`src/design/bfma_pkg.sv`:
```
// shared constants and the bfloat16 round-and-pack function
package bfma_pkg;

  localparam logic [15:0] QNAN = 16'h7FC0;
  localparam logic [7:0]  EXP_MAX = 8'hFF;
  localparam int unsigned NORM_W = 19;

  // round a nonzero significand to 8 bits and pack; biased exponent is ebias + msb index, plus one on rounding carry
  function automatic logic [15:0] round_pack(input logic sign,
                                             input logic signed [10:0] ebias,
                                             input logic [NORM_W-1:0] m);
    logic [4:0]        k;
    logic [NORM_W-1:0] mn;
    logic [8:0]        mant;
    logic              guard;
    logic              sticky;
    logic signed [10:0] be;
    k = '0;
    for (int i = 0; i < NORM_W; i++) begin
      if (m[i]) k = 5'(i);
    end
    mn = m << (5'(NORM_W - 1) - k);
    guard = mn[NORM_W-9];
    sticky = |mn[NORM_W-10:0];
    mant = {1'b0, mn[NORM_W-1:NORM_W-8]} + 9'(guard && (sticky || mn[NORM_W-8]));
    be = ebias + 11'(k) + 11'(mant[8]);
    if (be >= 11'sd255) begin
      return {sign, EXP_MAX, 7'd0};
    end else if (be <= 11'sd0) begin
      return {sign, 15'd0};
    end else begin
      return {sign, be[7:0], mant[8] ? 7'd0 : mant[6:0]};
    end
  endfunction

endpackage

```
`src/design/bf16_multiply_then_add.sv`:
```
// unfused bfloat16 multiply then add, two register stages
// an input transfer is registered in stage one, then in the result register
// throughput: one item per cycle while out_ready is high; an 8x8 multiply feeds stage one, the aligned add stage two
// stalls back up stage by stage through the ready chain, no bubbles while out_ready is high
// reset (rst, synchronous) empties both stages; no other state
module bf16_multiply_then_add (
  input  logic        clk,
  input  logic        rst,
  input  logic        in_valid,
  output logic        in_ready,
  input  logic [15:0] a_bits,
  input  logic [15:0] b_bits,
  input  logic [15:0] c_bits,
  input  logic        last_in,
  output logic        out_valid,
  input  logic        out_ready,
  output logic [15:0] sum_bits,
  output logic        last_out
);

  logic        v1;
  logic [15:0] p;
  logic [15:0] c1;
  logic        last1;
  logic        adv1;
  logic        adv2;
  logic [15:0] p_next;
  logic [15:0] sum_next;

  // pipeline advance
  assign adv2 = !out_valid || out_ready;
  assign adv1 = !v1 || adv2;
  assign in_ready = adv1;

  // product rounded to bfloat16
  always_comb begin
    logic       s;
    logic [7:0] ea;
    logic [7:0] eb;
    logic       a_nan, b_nan, a_inf, b_inf, a_zero, b_zero;
    logic [15:0] prod;
    s = a_bits[15] ^ b_bits[15];
    ea = a_bits[14:7];
    eb = b_bits[14:7];
    a_nan = (ea == bfma_pkg::EXP_MAX) && (a_bits[6:0] != 7'd0);
    b_nan = (eb == bfma_pkg::EXP_MAX) && (b_bits[6:0] != 7'd0);
    a_inf = (ea == bfma_pkg::EXP_MAX) && (a_bits[6:0] == 7'd0);
    b_inf = (eb == bfma_pkg::EXP_MAX) && (b_bits[6:0] == 7'd0);
    a_zero = (ea == 8'd0);
    b_zero = (eb == 8'd0);
    prod = {8'd0, 1'b1, a_bits[6:0]} * {8'd0, 1'b1, b_bits[6:0]};
    if (a_nan || b_nan) begin
      p_next = bfma_pkg::QNAN;
    end else if (a_inf || b_inf) begin
      p_next = (a_zero || b_zero) ? bfma_pkg::QNAN : {s, bfma_pkg::EXP_MAX, 7'd0};
    end else if (a_zero || b_zero) begin
      p_next = {s, 15'd0};
    end else begin
      p_next = bfma_pkg::round_pack(s, 11'(ea) + 11'(eb) - 11'sd144, {prod, 3'd0});
    end
  end

  // stage one registers
  always_ff @(posedge clk) begin
    if (rst) begin
      v1 <= 1'b0;
    end else if (adv1) begin
      v1 <= in_valid;
    end
    if (adv1 && in_valid) begin
      p <= p_next;
      c1 <= c_bits;
      last1 <= last_in;
    end
  end

  // add of rounded product and addend
  always_comb begin
    logic        x_nan, y_nan, x_inf, y_inf, x_zero, y_zero;
    logic [15:0] big;
    logic [15:0] sml;
    logic [7:0]  d;
    logic [17:0] mb;
    logic [17:0] ms;
    logic [17:0] lostmask;
    logic [18:0] acc;
    x_nan = (p[14:7] == bfma_pkg::EXP_MAX) && (p[6:0] != 7'd0);
    y_nan = (c1[14:7] == bfma_pkg::EXP_MAX) && (c1[6:0] != 7'd0);
    x_inf = (p[14:7] == bfma_pkg::EXP_MAX) && (p[6:0] == 7'd0);
    y_inf = (c1[14:7] == bfma_pkg::EXP_MAX) && (c1[6:0] == 7'd0);
    x_zero = (p[14:7] == 8'd0);
    y_zero = (c1[14:7] == 8'd0);
    if (p[14:0] >= c1[14:0]) begin
      big = p;
      sml = c1;
    end else begin
      big = c1;
      sml = p;
    end
    d = big[14:7] - sml[14:7];
    mb = {1'b1, big[6:0], 10'd0};
    ms = {1'b1, sml[6:0], 10'd0};
    if (d > 8'd20) begin
      lostmask = '0;
      ms = 18'd1;
    end else if (d != 8'd0) begin
      lostmask = (18'd1 << d[4:0]) - 18'd1;
      ms = (ms >> d[4:0]) | 18'(|(ms & lostmask));
    end else begin
      lostmask = '0;
    end
    if (big[15] == sml[15]) begin
      acc = {1'b0, mb} + {1'b0, ms};
    end else begin
      acc = {1'b0, mb} - {1'b0, ms};
    end
    if (x_nan || y_nan) begin
      sum_next = bfma_pkg::QNAN;
    end else if (x_inf && y_inf) begin
      sum_next = (p[15] == c1[15]) ? p : bfma_pkg::QNAN;
    end else if (x_inf) begin
      sum_next = p;
    end else if (y_inf) begin
      sum_next = c1;
    end else if (x_zero && y_zero) begin
      sum_next = {p[15] & c1[15], 15'd0};
    end else if (x_zero) begin
      sum_next = c1;
    end else if (y_zero) begin
      sum_next = p;
    end else if (acc == 19'd0) begin
      sum_next = 16'd0;
    end else begin
      sum_next = bfma_pkg::round_pack(big[15], 11'(big[14:7]) - 11'sd17, acc);
    end
  end

  // result register
  always_ff @(posedge clk) begin
    if (rst) begin
      out_valid <= 1'b0;
    end else if (adv2) begin
      out_valid <= v1;
    end
    if (adv2 && v1) begin
      sum_bits <= sum_next;
      last_out <= last1;
    end
  end

  // checks
  a_reset_empty: assert property (@(posedge clk) rst |=> !out_valid && !v1)
    else $error("pipeline not empty after reset");
  a_stage_hold: assert property (@(posedge clk) disable iff (rst)
    (v1 && out_valid && !out_ready) |=> v1 && $stable(p) && $stable(last1))
    else $error("stage one lost data during stall");
  a_stage_move: assert property (@(posedge clk) disable iff (rst)
    (v1 && adv2) |=> out_valid)
    else $error("stage one item not moved to result");

endmodule
```
`config.mk`:
```
export PLATFORM = sky130hd
export DESIGN_NAME = bf16_multiply_then_add
export DESIGN_NICKNAME = d
export VERILOG_FILES = /design/src/design/bfma_pkg.sv /design/src/design/bf16_multiply_then_add.sv
export SDC_FILE = /design/constraint.sdc
export NUM_CORES = 1
export LEC_CHECK = 0
export BUFFER_PORTS_ARGS = -buffer_cell sky130_fd_sc_hd__buf_4
export CAP_MARGIN = 30
export CELL_PAD_IN_SITES_DETAIL_PLACEMENT = 0
export CELL_PAD_IN_SITES_GLOBAL_PLACEMENT = 2
export CORE_MARGIN = 8
export CORE_UTILIZATION = 41
export DETAILED_ROUTE_END_ITERATION = 8
export PLACE_DENSITY = 0.94
export SETUP_SLACK_MARGIN = 0.02
export SYNTH_ARGS = -nofsm -noshare
export SYNTH_HDL_FRONTEND = slang
export SYNTH_SLANG_ARGS = --single-unit
```
`constraint.sdc`:
```
create_clock -name clk -period 31.4 [get_ports clk]
set_input_delay 1.57 -clock clk [delete_from_list [all_inputs] [get_ports clk]]
set_output_delay 1.57 -clock clk [all_outputs]
set_load 0.1 [all_outputs]
```
==> reports/qor.yml, run 1 <==
clock-sinks: 52
h-tree-depth: 2
grt_pass1_wl_um: 61440
synth_area_mm2: 0.01203
ys_seq_area_frac: 0.1282
ys.flop_type: "edfxtp_1"
drc: 0
critPathLaunchType: "register"
fmax_mhz: 63.99
layout-area-overhead-vs-synth_pct: 7.802
finalSetupTns_ps: 0
first_iter_violations: 997
preCtsSetupSlack_ps: 16170
critPathArrivalTime_ps: 15790
final_cell_mix: "137 x nand2_1, 130 x inv_1, 119 x nor2_1"
die_h_um: 187.3
critPathMaxFanout: 26
clockBufferDepth: 2
fin_crit_sh: 0.4977
timing.slew.headroom: 0.3553
cts_buffers: 5
critical_path_required_ps: 31560
ios: 72
die-width_um: 187.3
hold_viol: 0
port_buffers: 71
start_util: 0.4179
hpwl_um: 30330
core_mm2: 0.02878
overflow: 0
cts_tree: "yes"
clk_latency_ps: 310
ys_ff_latch: 52
status: "finished, final reports clean"
ys_warn_count: 0
hold_buffers: 0
async_reset_ff_frac: 0
routed_wl_um: 37620
dr.pass1.iters: 5
final_util: 0.4505
slew_viol_final: 0
antenna_found_initial: 0
min_period_ps: 15630
syn_area_per_cell_um2: 7.720
path_clk_slew_ps: 80
via_count: 12060
final_common_cell: "nand2_1"
grt_usage: 0.2083
diodes: 0
crit_type: "reg -> reg"
grt_pass1_vias: 11910
hold_class: "reg -> reg"
dieArea_mm2: 0.03507
critPathCaptureType: "register"
routedWlPerCell_um: 19.17
ant_nets: 0
maxCapViolations: 0
syn_inst: 1558
synth_nets: 1750
synth_cell_types: 108
finClkSkew_ps: 13.95
cpPeakStageDelay_ps: 970
worst_slack_ps: 15770
nNetsFinal: 1769
cpMostUsedCell: "ha_1"
rows: 62
rsz0062_at_grt: "no"
post-cts-setup-buffers: 0
synth_edf_count: 50
viasPerCell: 6.146
whs_ps: 428.0
place_congestion: 0.9107
grt_max_degree: 57
clockRootBuffer: "clkbuf_16"
crit_slowest_cell: "ha_1"
setup_viol: 0
worstMarginPinSlew_ps: 961.3
cts_resized: 0
drive_above_1_share: 0.1052
[final timing paths]
check / startpoint / to / slack, ps / depth (start not counted)
setup / recovery: p[7]$_SDFFCE_PP1P_ / sum_bits[0]$_SDFFCE_PP0P_ / 15770 / 54
hold / removal: last1$_DFFE_PP_ / last_out$_DFFE_PP_ / 430 / 0
setup reg to reg: p[7]$_SDFFCE_PP1P_ / sum_bits[0]$_SDFFCE_PP0P_ / 15770 / 54
hold reg to reg: last1$_DFFE_PP_ / last_out$_DFFE_PP_ / 430 / 0
[final cells by class]
cell class,instances,area [µm²]
Tap cell,384,480.5
Fill cell,2938,15810
Timing Repair Buffer,80,608.1
Clock inverter,3,33.78
Clock buffer,5,125.1
Multi-Input combinational cell,1305,9678
Inverter,133,499.2
Sequential cell,52,1541
[per-layer routing]
| layer | GRT usage | vias to the layer above | wire length [µm] |
|---|---|---|---|
| met5 | 0 | - | 0 |
| met4 | 0.08338 | 0 | 1412 |
| met3 | 0.02405 | 80 | 2117 |
| met2 | 0.3603 | 443 | 17750 |
| met1 | 0.2596 | 5695 | 16340 |
| li1 | - | 5840 | - |
[sequential cells by signal, indices dropped and copies added, names as in the netlist]
name / count
c1: 16
p: 16
sum_bits: 16
v1: 1
last_out: 1
out_valid: 1
last1: 1
[critical path, delay by kind of cell, from the launching register on]
kind | cells | cell delay, ps
buf+inv | 5 | 890
flops | 1 | 520
mux | 3 | 1170
simple gates | 15 | 3030
compound gates | 24 | 6670
fa+ha+maj | 7 | 3170
[cells in the mapped netlist (all sizes together) (24+ instances only)]
cell type,count,share of area
edfxtp,50,0.12
clkbuf,44,0.014
ha,96,0.10
nand3,47,0.020
buf,24,0.013
a211oi,27,0.019
o21ai,98,0.042
inv,132,0.041
nor3,34,0.015
nor2,120,0.038
fa,43,0.072
nand2,139,0.044
mux2i,46,0.039
nor4,30,0.017
and2,56,0.029
xnor2,36,0.027
a21oi,112,0.047
[per-stage QoR]
step / instances / area, µm²
final: 1962 / 12970
after detailed placement: 1953 / 12790
after floorplan: 1558 / 12030
after CTS: 1961 / 12950
after global routing: 1962 / 12970
after global placement: 1953 / 12790
[cell families after synthesis]
group                      synth area share
AOI/OAI and AO/OA                    0.2873
adders and majority gates            0.1714
xor gates and xnor gates            0.04286
muxes                               0.06980
DFF                                  0.1282
buffers and inverters               0.06793
and+or+nand+nor                      0.2325
Power of run 1 is left out: the tool's default activity adds up to more than one toggle a clock period on the data nets, which glitch-free logic cannot reach.
==> run 2, diff against run 1 <==
- CORE_UTILIZATION: 41 -> 34
- PLACE_DENSITY: 0.94 -> 0.83
- clock period: 31.4 -> 14.35 ns (I/O delays scaled with it)
==> reports/qor.yml, run 2 (synthesis results as in run 1) <==
start_util: 0.3415  # -0.07645
h-tree-depth: 2  # unchanged
rsz0062_at_grt: "no"
cts_buffers: 5  # unchanged
final_cell_mix: "136 x nand2_1, 129 x inv_1, 118 x nor2_1"
clk_latency_ps: 300  # about the same
place_congestion: 0.8846  # -2.9%
drc: 0  # unchanged
crit_type: "reg -> reg"
worstMarginPinSlew_ps: 888.6  # -72.62 ps
critPathArrivalTime_ps: 13400  # -2390 ps
routedWlPerCell_um: 19.17  # about the same
maxCapViolations: 0  # unchanged
cts_tree: "yes"
dp_cells: 2042  # +4.6%
critical_path_required_ps: 14400  # -17160 ps
clockBufferDepth: 2  # unchanged
slew_viol_final: 0  # unchanged
grt_usage: 0.1852  # -0.02302
dieArea_mm2: 0.04165  # +19%
finClkSkew_ps: 10.43  # -3.514 ps
drive_above_1_share: 0.1196  # +0.01438
crit_slowest_cell: "or4_1"
overflow: 0  # unchanged
status: "finished, final reports clean"
nNetsFinal: 1780  # +0.62%
timing.slew.headroom: 0.4021  # +0.04681
grt_pass1_vias: 11870  # -0.34%
hold_class: "reg -> reg"
largestRegisters: "c1 x16, p x16, sum_bits x16"
first_iter_violations: 903  # -9.4%
fin_crit_sh: 0.9307  # +0.4330
critPathMaxFanout: 25  # -3.8%
fillCellCount: 3708  # +26%
cpPeakStageDelay_ps: 610  # -360 ps
cpMostUsedCell: "inv_1"
core_mm2: 0.03522  # +22%
layout-area-overhead-vs-synth_pct: 9.841
grt_max_degree: 57  # unchanged
rows: 69  # +11%
die_h_um: 204.1  # +9.0%
hpwl_um: 31840  # +5.0%
via_count: 12080  # +0.22%
port_buffers: 71  # unchanged
dr.pass1.iters: 6  # +1
hold_buffers: 0  # unchanged
critPathLaunchType: "register"
grt_pass1_wl_um: 63930  # +4.1%
multi_input_area_mm2: 0.009728  # +0.52%
finalSetupTns_ps: 0  # unchanged
diodes: 0  # unchanged
routed_wl_um: 39300  # +4.5%
seqCellArea_mm2: 0.001541  # unchanged
clock-sinks: 52  # unchanged
path_clk_slew_ps: 70  # about the same
antenna_found_initial: 0  # unchanged
setup_viol: 0  # unchanged
viasPerCell: 5.895  # -4.1%
ios: 72  # unchanged
clockRootBuffer: "clkbuf_16"
ant_nets: 0  # unchanged
final_common_cell: "nand2_1"
layoutNonFillerInstCount: 2050  # +4.5%
hold_viol: 0  # unchanged
die-width_um: 204.1  # +9.0%
min_period_ps: 13360  # -2272 ps
fmax_mhz: 74.88  # +17%
critPathCaptureType: "register"
[run 2: changes by cell type in the layout (fill, tap and decap cells not counted), sizes merged]
cell      delta
clkinv       -2
buf         +11
inv          -1
clkinvlp     +2
bufinv       +1
[run 2: per-layer routing]
metal  routed length [µm]  track usage  part of all wire
met5                    0            0                 0
met4                  835      0.05117             0.021
met3                 1725      0.01648             0.044
met2                18660       0.3110              0.47
met1                18080       0.2508              0.46
[run 2: per-stage QoR]
step	hold slack, ps	worst slack (ps)	utilization	area [µm²]
floorplan	400.3	2427	-	12030
global placement	407.8	877.2	0.3686	12990
detailed placement	421.7	711.4	0.3686	12990
CTS	440.8	667.9	0.3735	13160
global route	453.3	45.69	0.3751	13210
finish	437.3	994.8	0.3751	13210
[run 2: worst paths after layout]
kind / endpoint / slack (ps) / cells after the start / from
worst max-delay path: sum_bits[1]$_SDFFCE_PP0P_ / 990 / 55 / p[10]$_SDFFCE_PP1P_
worst min-delay path: last_out$_DFFE_PP_ / 440 / 0 / last1$_DFFE_PP_
worst min register to register: last_out$_DFFE_PP_ / 440 / 0 / last1$_DFFE_PP_
worst max register to register: sum_bits[1]$_SDFFCE_PP0P_ / 990 / 55 / p[10]$_SDFFCE_PP1P_
[run 2: what timing repair did]
| item | CTS | global route |
|---|---|---|
| setup endpoints to repair | 0 | 15 |
| buffers inserted | 0 | 0 |
| gates resized for setup | 0 | 15 |
[run 2: worst max-delay path, delay by kind of cell (launching register included)]
| family | cells | cell delay (ps) |
|---|---|---|
| flip-flops | 1 | 560 |
| adder cells (fa/ha/maj) | 7 | 2170 |
| XOR/XNOR | 1 | 160 |
| AND/OR/NAND/NOR | 14 | 3450 |
| multiplexers | 3 | 770 |
| buffers and inverters | 9 | 1110 |
| AO/OA/AOI/OAI | 21 | 4860 |
[run 2: cell type report]
class | count | area share
Clock buffer | 5 | 0.009471
Clock inverter | 3 | 0.003504
Inverter | 133 | 0.03836
Multi-Input combinational cell | 1305 | 0.7363
Sequential cell | 52 | 0.1167
Tap cell | 461 | 0.04366
Timing Repair Buffer | 91 | 0.05199
Power of run 2 is left out for the same reason.
==> run 3, diff against run 2 <==
- clock period: 14.35 -> 11.09 ns (I/O delays scaled with it)
==> reports/qor.yml, run 3 (synthesis results as in run 1) <==
status: "finished, final reports clean"
grt_usage: 0.1994  # +0.01415
dp_cells: 2242  # +9.8%
ant_nets: 0  # unchanged
drc: 0  # unchanged
critPathArrivalTime_ps: 11090  # -2310 ps
core_mm2: 0.03522  # unchanged
ios: 72  # unchanged
worstMarginPinSlew_ps: 1124  # +235.5 ps
fmax_mhz: 90.62  # +21%
min_period_ps: 11040  # -2320 ps
place_congestion: 0.9188  # +3.9%
critPathMaxFanout: 8  # -68%
grt_pass1_vias: 12920  # +8.9%
finClkSkew_ps: 16.41  # +5.979 ps
layout-area-overhead-vs-synth_pct: 29.01
layoutNonFillerInstCount: 2276  # +11%
crit_type: "reg -> reg"
final_common_cell: "buf_4"
clockBufferDepth: 2  # unchanged
grt_max_degree: 40  # -30%
grt_pass1_wl_um: 68610  # +7.3%
critPathCaptureType: "register"
antenna_found_initial: 0  # unchanged
fin_crit_sh: 0.9951  # +0.06442
nNetsFinal: 2006  # +13%
slew_viol_final: 0  # unchanged
port_buffers: 71  # unchanged
largestRegisters: "c1 x16, p x16, sum_bits x16"
routedWlPerCell_um: 18.60  # -2.9%
drive_above_1_share: 0.2777  # +0.1581
overflow: 0  # unchanged
maxCapViolations: 0  # unchanged
critical_path_required_ps: 11140  # -3260 ps
crit_slowest_cell: "or4_4"
viasPerCell: 5.657  # -4.0%
clockRootBuffer: "clkbuf_16"
rsz0062_at_grt: "yes"
cpMostUsedCell: "a211o_1"
setup_viol: 0  # unchanged
timing.slew.headroom: 0.2483  # -0.1538
routed_wl_um: 42340  # +7.8%
hpwl_um: 35020  # +10%
h-tree-depth: 2  # unchanged
hold_viol: 0  # unchanged
dr.pass1.iters: 7  # +1
diodes: 0  # unchanged
die_h_um: 204.1  # unchanged
hold_buffers: 0  # unchanged
clock-sinks: 52  # unchanged
clk_latency_ps: 310  # about the same
via_count: 12880  # +6.5%
path_clk_slew_ps: 80  # about the same
critPathLaunchType: "register"
start_util: 0.3415  # unchanged
dieArea_mm2: 0.04165  # unchanged
cts_buffers: 5  # unchanged
die-width_um: 204.1  # unchanged
cpPeakStageDelay_ps: 590  # -20 ps
first_iter_violations: 936  # +3.7%
cts_tree: "yes"
rows: 69  # unchanged
final_cell_mix: "312 x buf_4, 131 x nand2_1, 121 x inv_1"
hold_class: "in -> reg"
fillCellCount: 3623  # -2.3%
-- run 3: cell types whose count changed in the layout (fill, tap and decap cells not counted), sizes merged --
| cell | before | now |
|---|---|---|
| bufbuf | 0 | 1 |
| inv | 132 | 134 |
| clkinvlp | 2 | 1 |
| bufinv | 1 | 0 |
| buf | 91 | 316 |
-- run 3: layout make-up --
cell class	count	area, µm²	area share
multi-input combinational	1305	10330	0.6656
timing repair buffer	317	2422	0.1561
sequential	52	1541	0.09934
clock inverter	3	21.27	0.001371
inverter	133	501.7	0.03233
clock buffer	5	125.1	0.008063
tap	461	576.8	0.03717
-- run 3: routing by layer --
layer	vias up	part of all wire	GRT usage
met5	-	0	0
met1	6139	0.44	0.2593
met4	0	0.026	0.05168
met3	59	0.035	0.009986
met2	350	0.49	0.3554
li1	6327	-	-
-- run 3: critical path: cells and delay by family (launching register included) --
kind	cells	cell delay, ps
mux	3	1050
flops	1	450
simple gates	15	3120
fa+ha+maj	6	1530
xor+xnor	2	360
buf+inv	7	620
compound gates	18	3630
-- run 3: final timing paths --
kind / from / cells past startpoint / slack, ps / endpoint
setup / recovery: p[6]$_SDFFCE_PP1P_ / 51 / 50 / sum_bits[1]$_SDFFCE_PP0P_
setup reg to reg: p[6]$_SDFFCE_PP1P_ / 51 / 50 / sum_bits[1]$_SDFFCE_PP0P_
hold reg to reg: last1$_DFFE_PP_ / 0 / 440 / last_out$_DFFE_PP_
hold / removal: rst / 2 / 400 / v1$_SDFFE_PP0N_
-- run 3: per-stage QoR --
step	worst slack (ps)	hold slack, ps	area, µm²	util	TNS, ps
floorplan	-22.54	400.3	12180	-	-41.02
global placement	-133.6	406.6	14620	0.4149	-202.9
detailed placement	-161.8	420.2	14620	0.4151	-1116
CTS	20.32	401.3	14990	0.4257	0
global route	-471.1	404.0	15520	0.4405	-5439
finish	54.41	403.0	15520	0.4405	0
-- run 3: what timing repair did --
action	4_1_cts	5_1_grt
setup buffers	6	19
gates cloned	1	0
endpoints found under the setup margin	14	27
pin swaps	13	45
resized for setup	31	86
Power of run 3 is left out for the same reason.
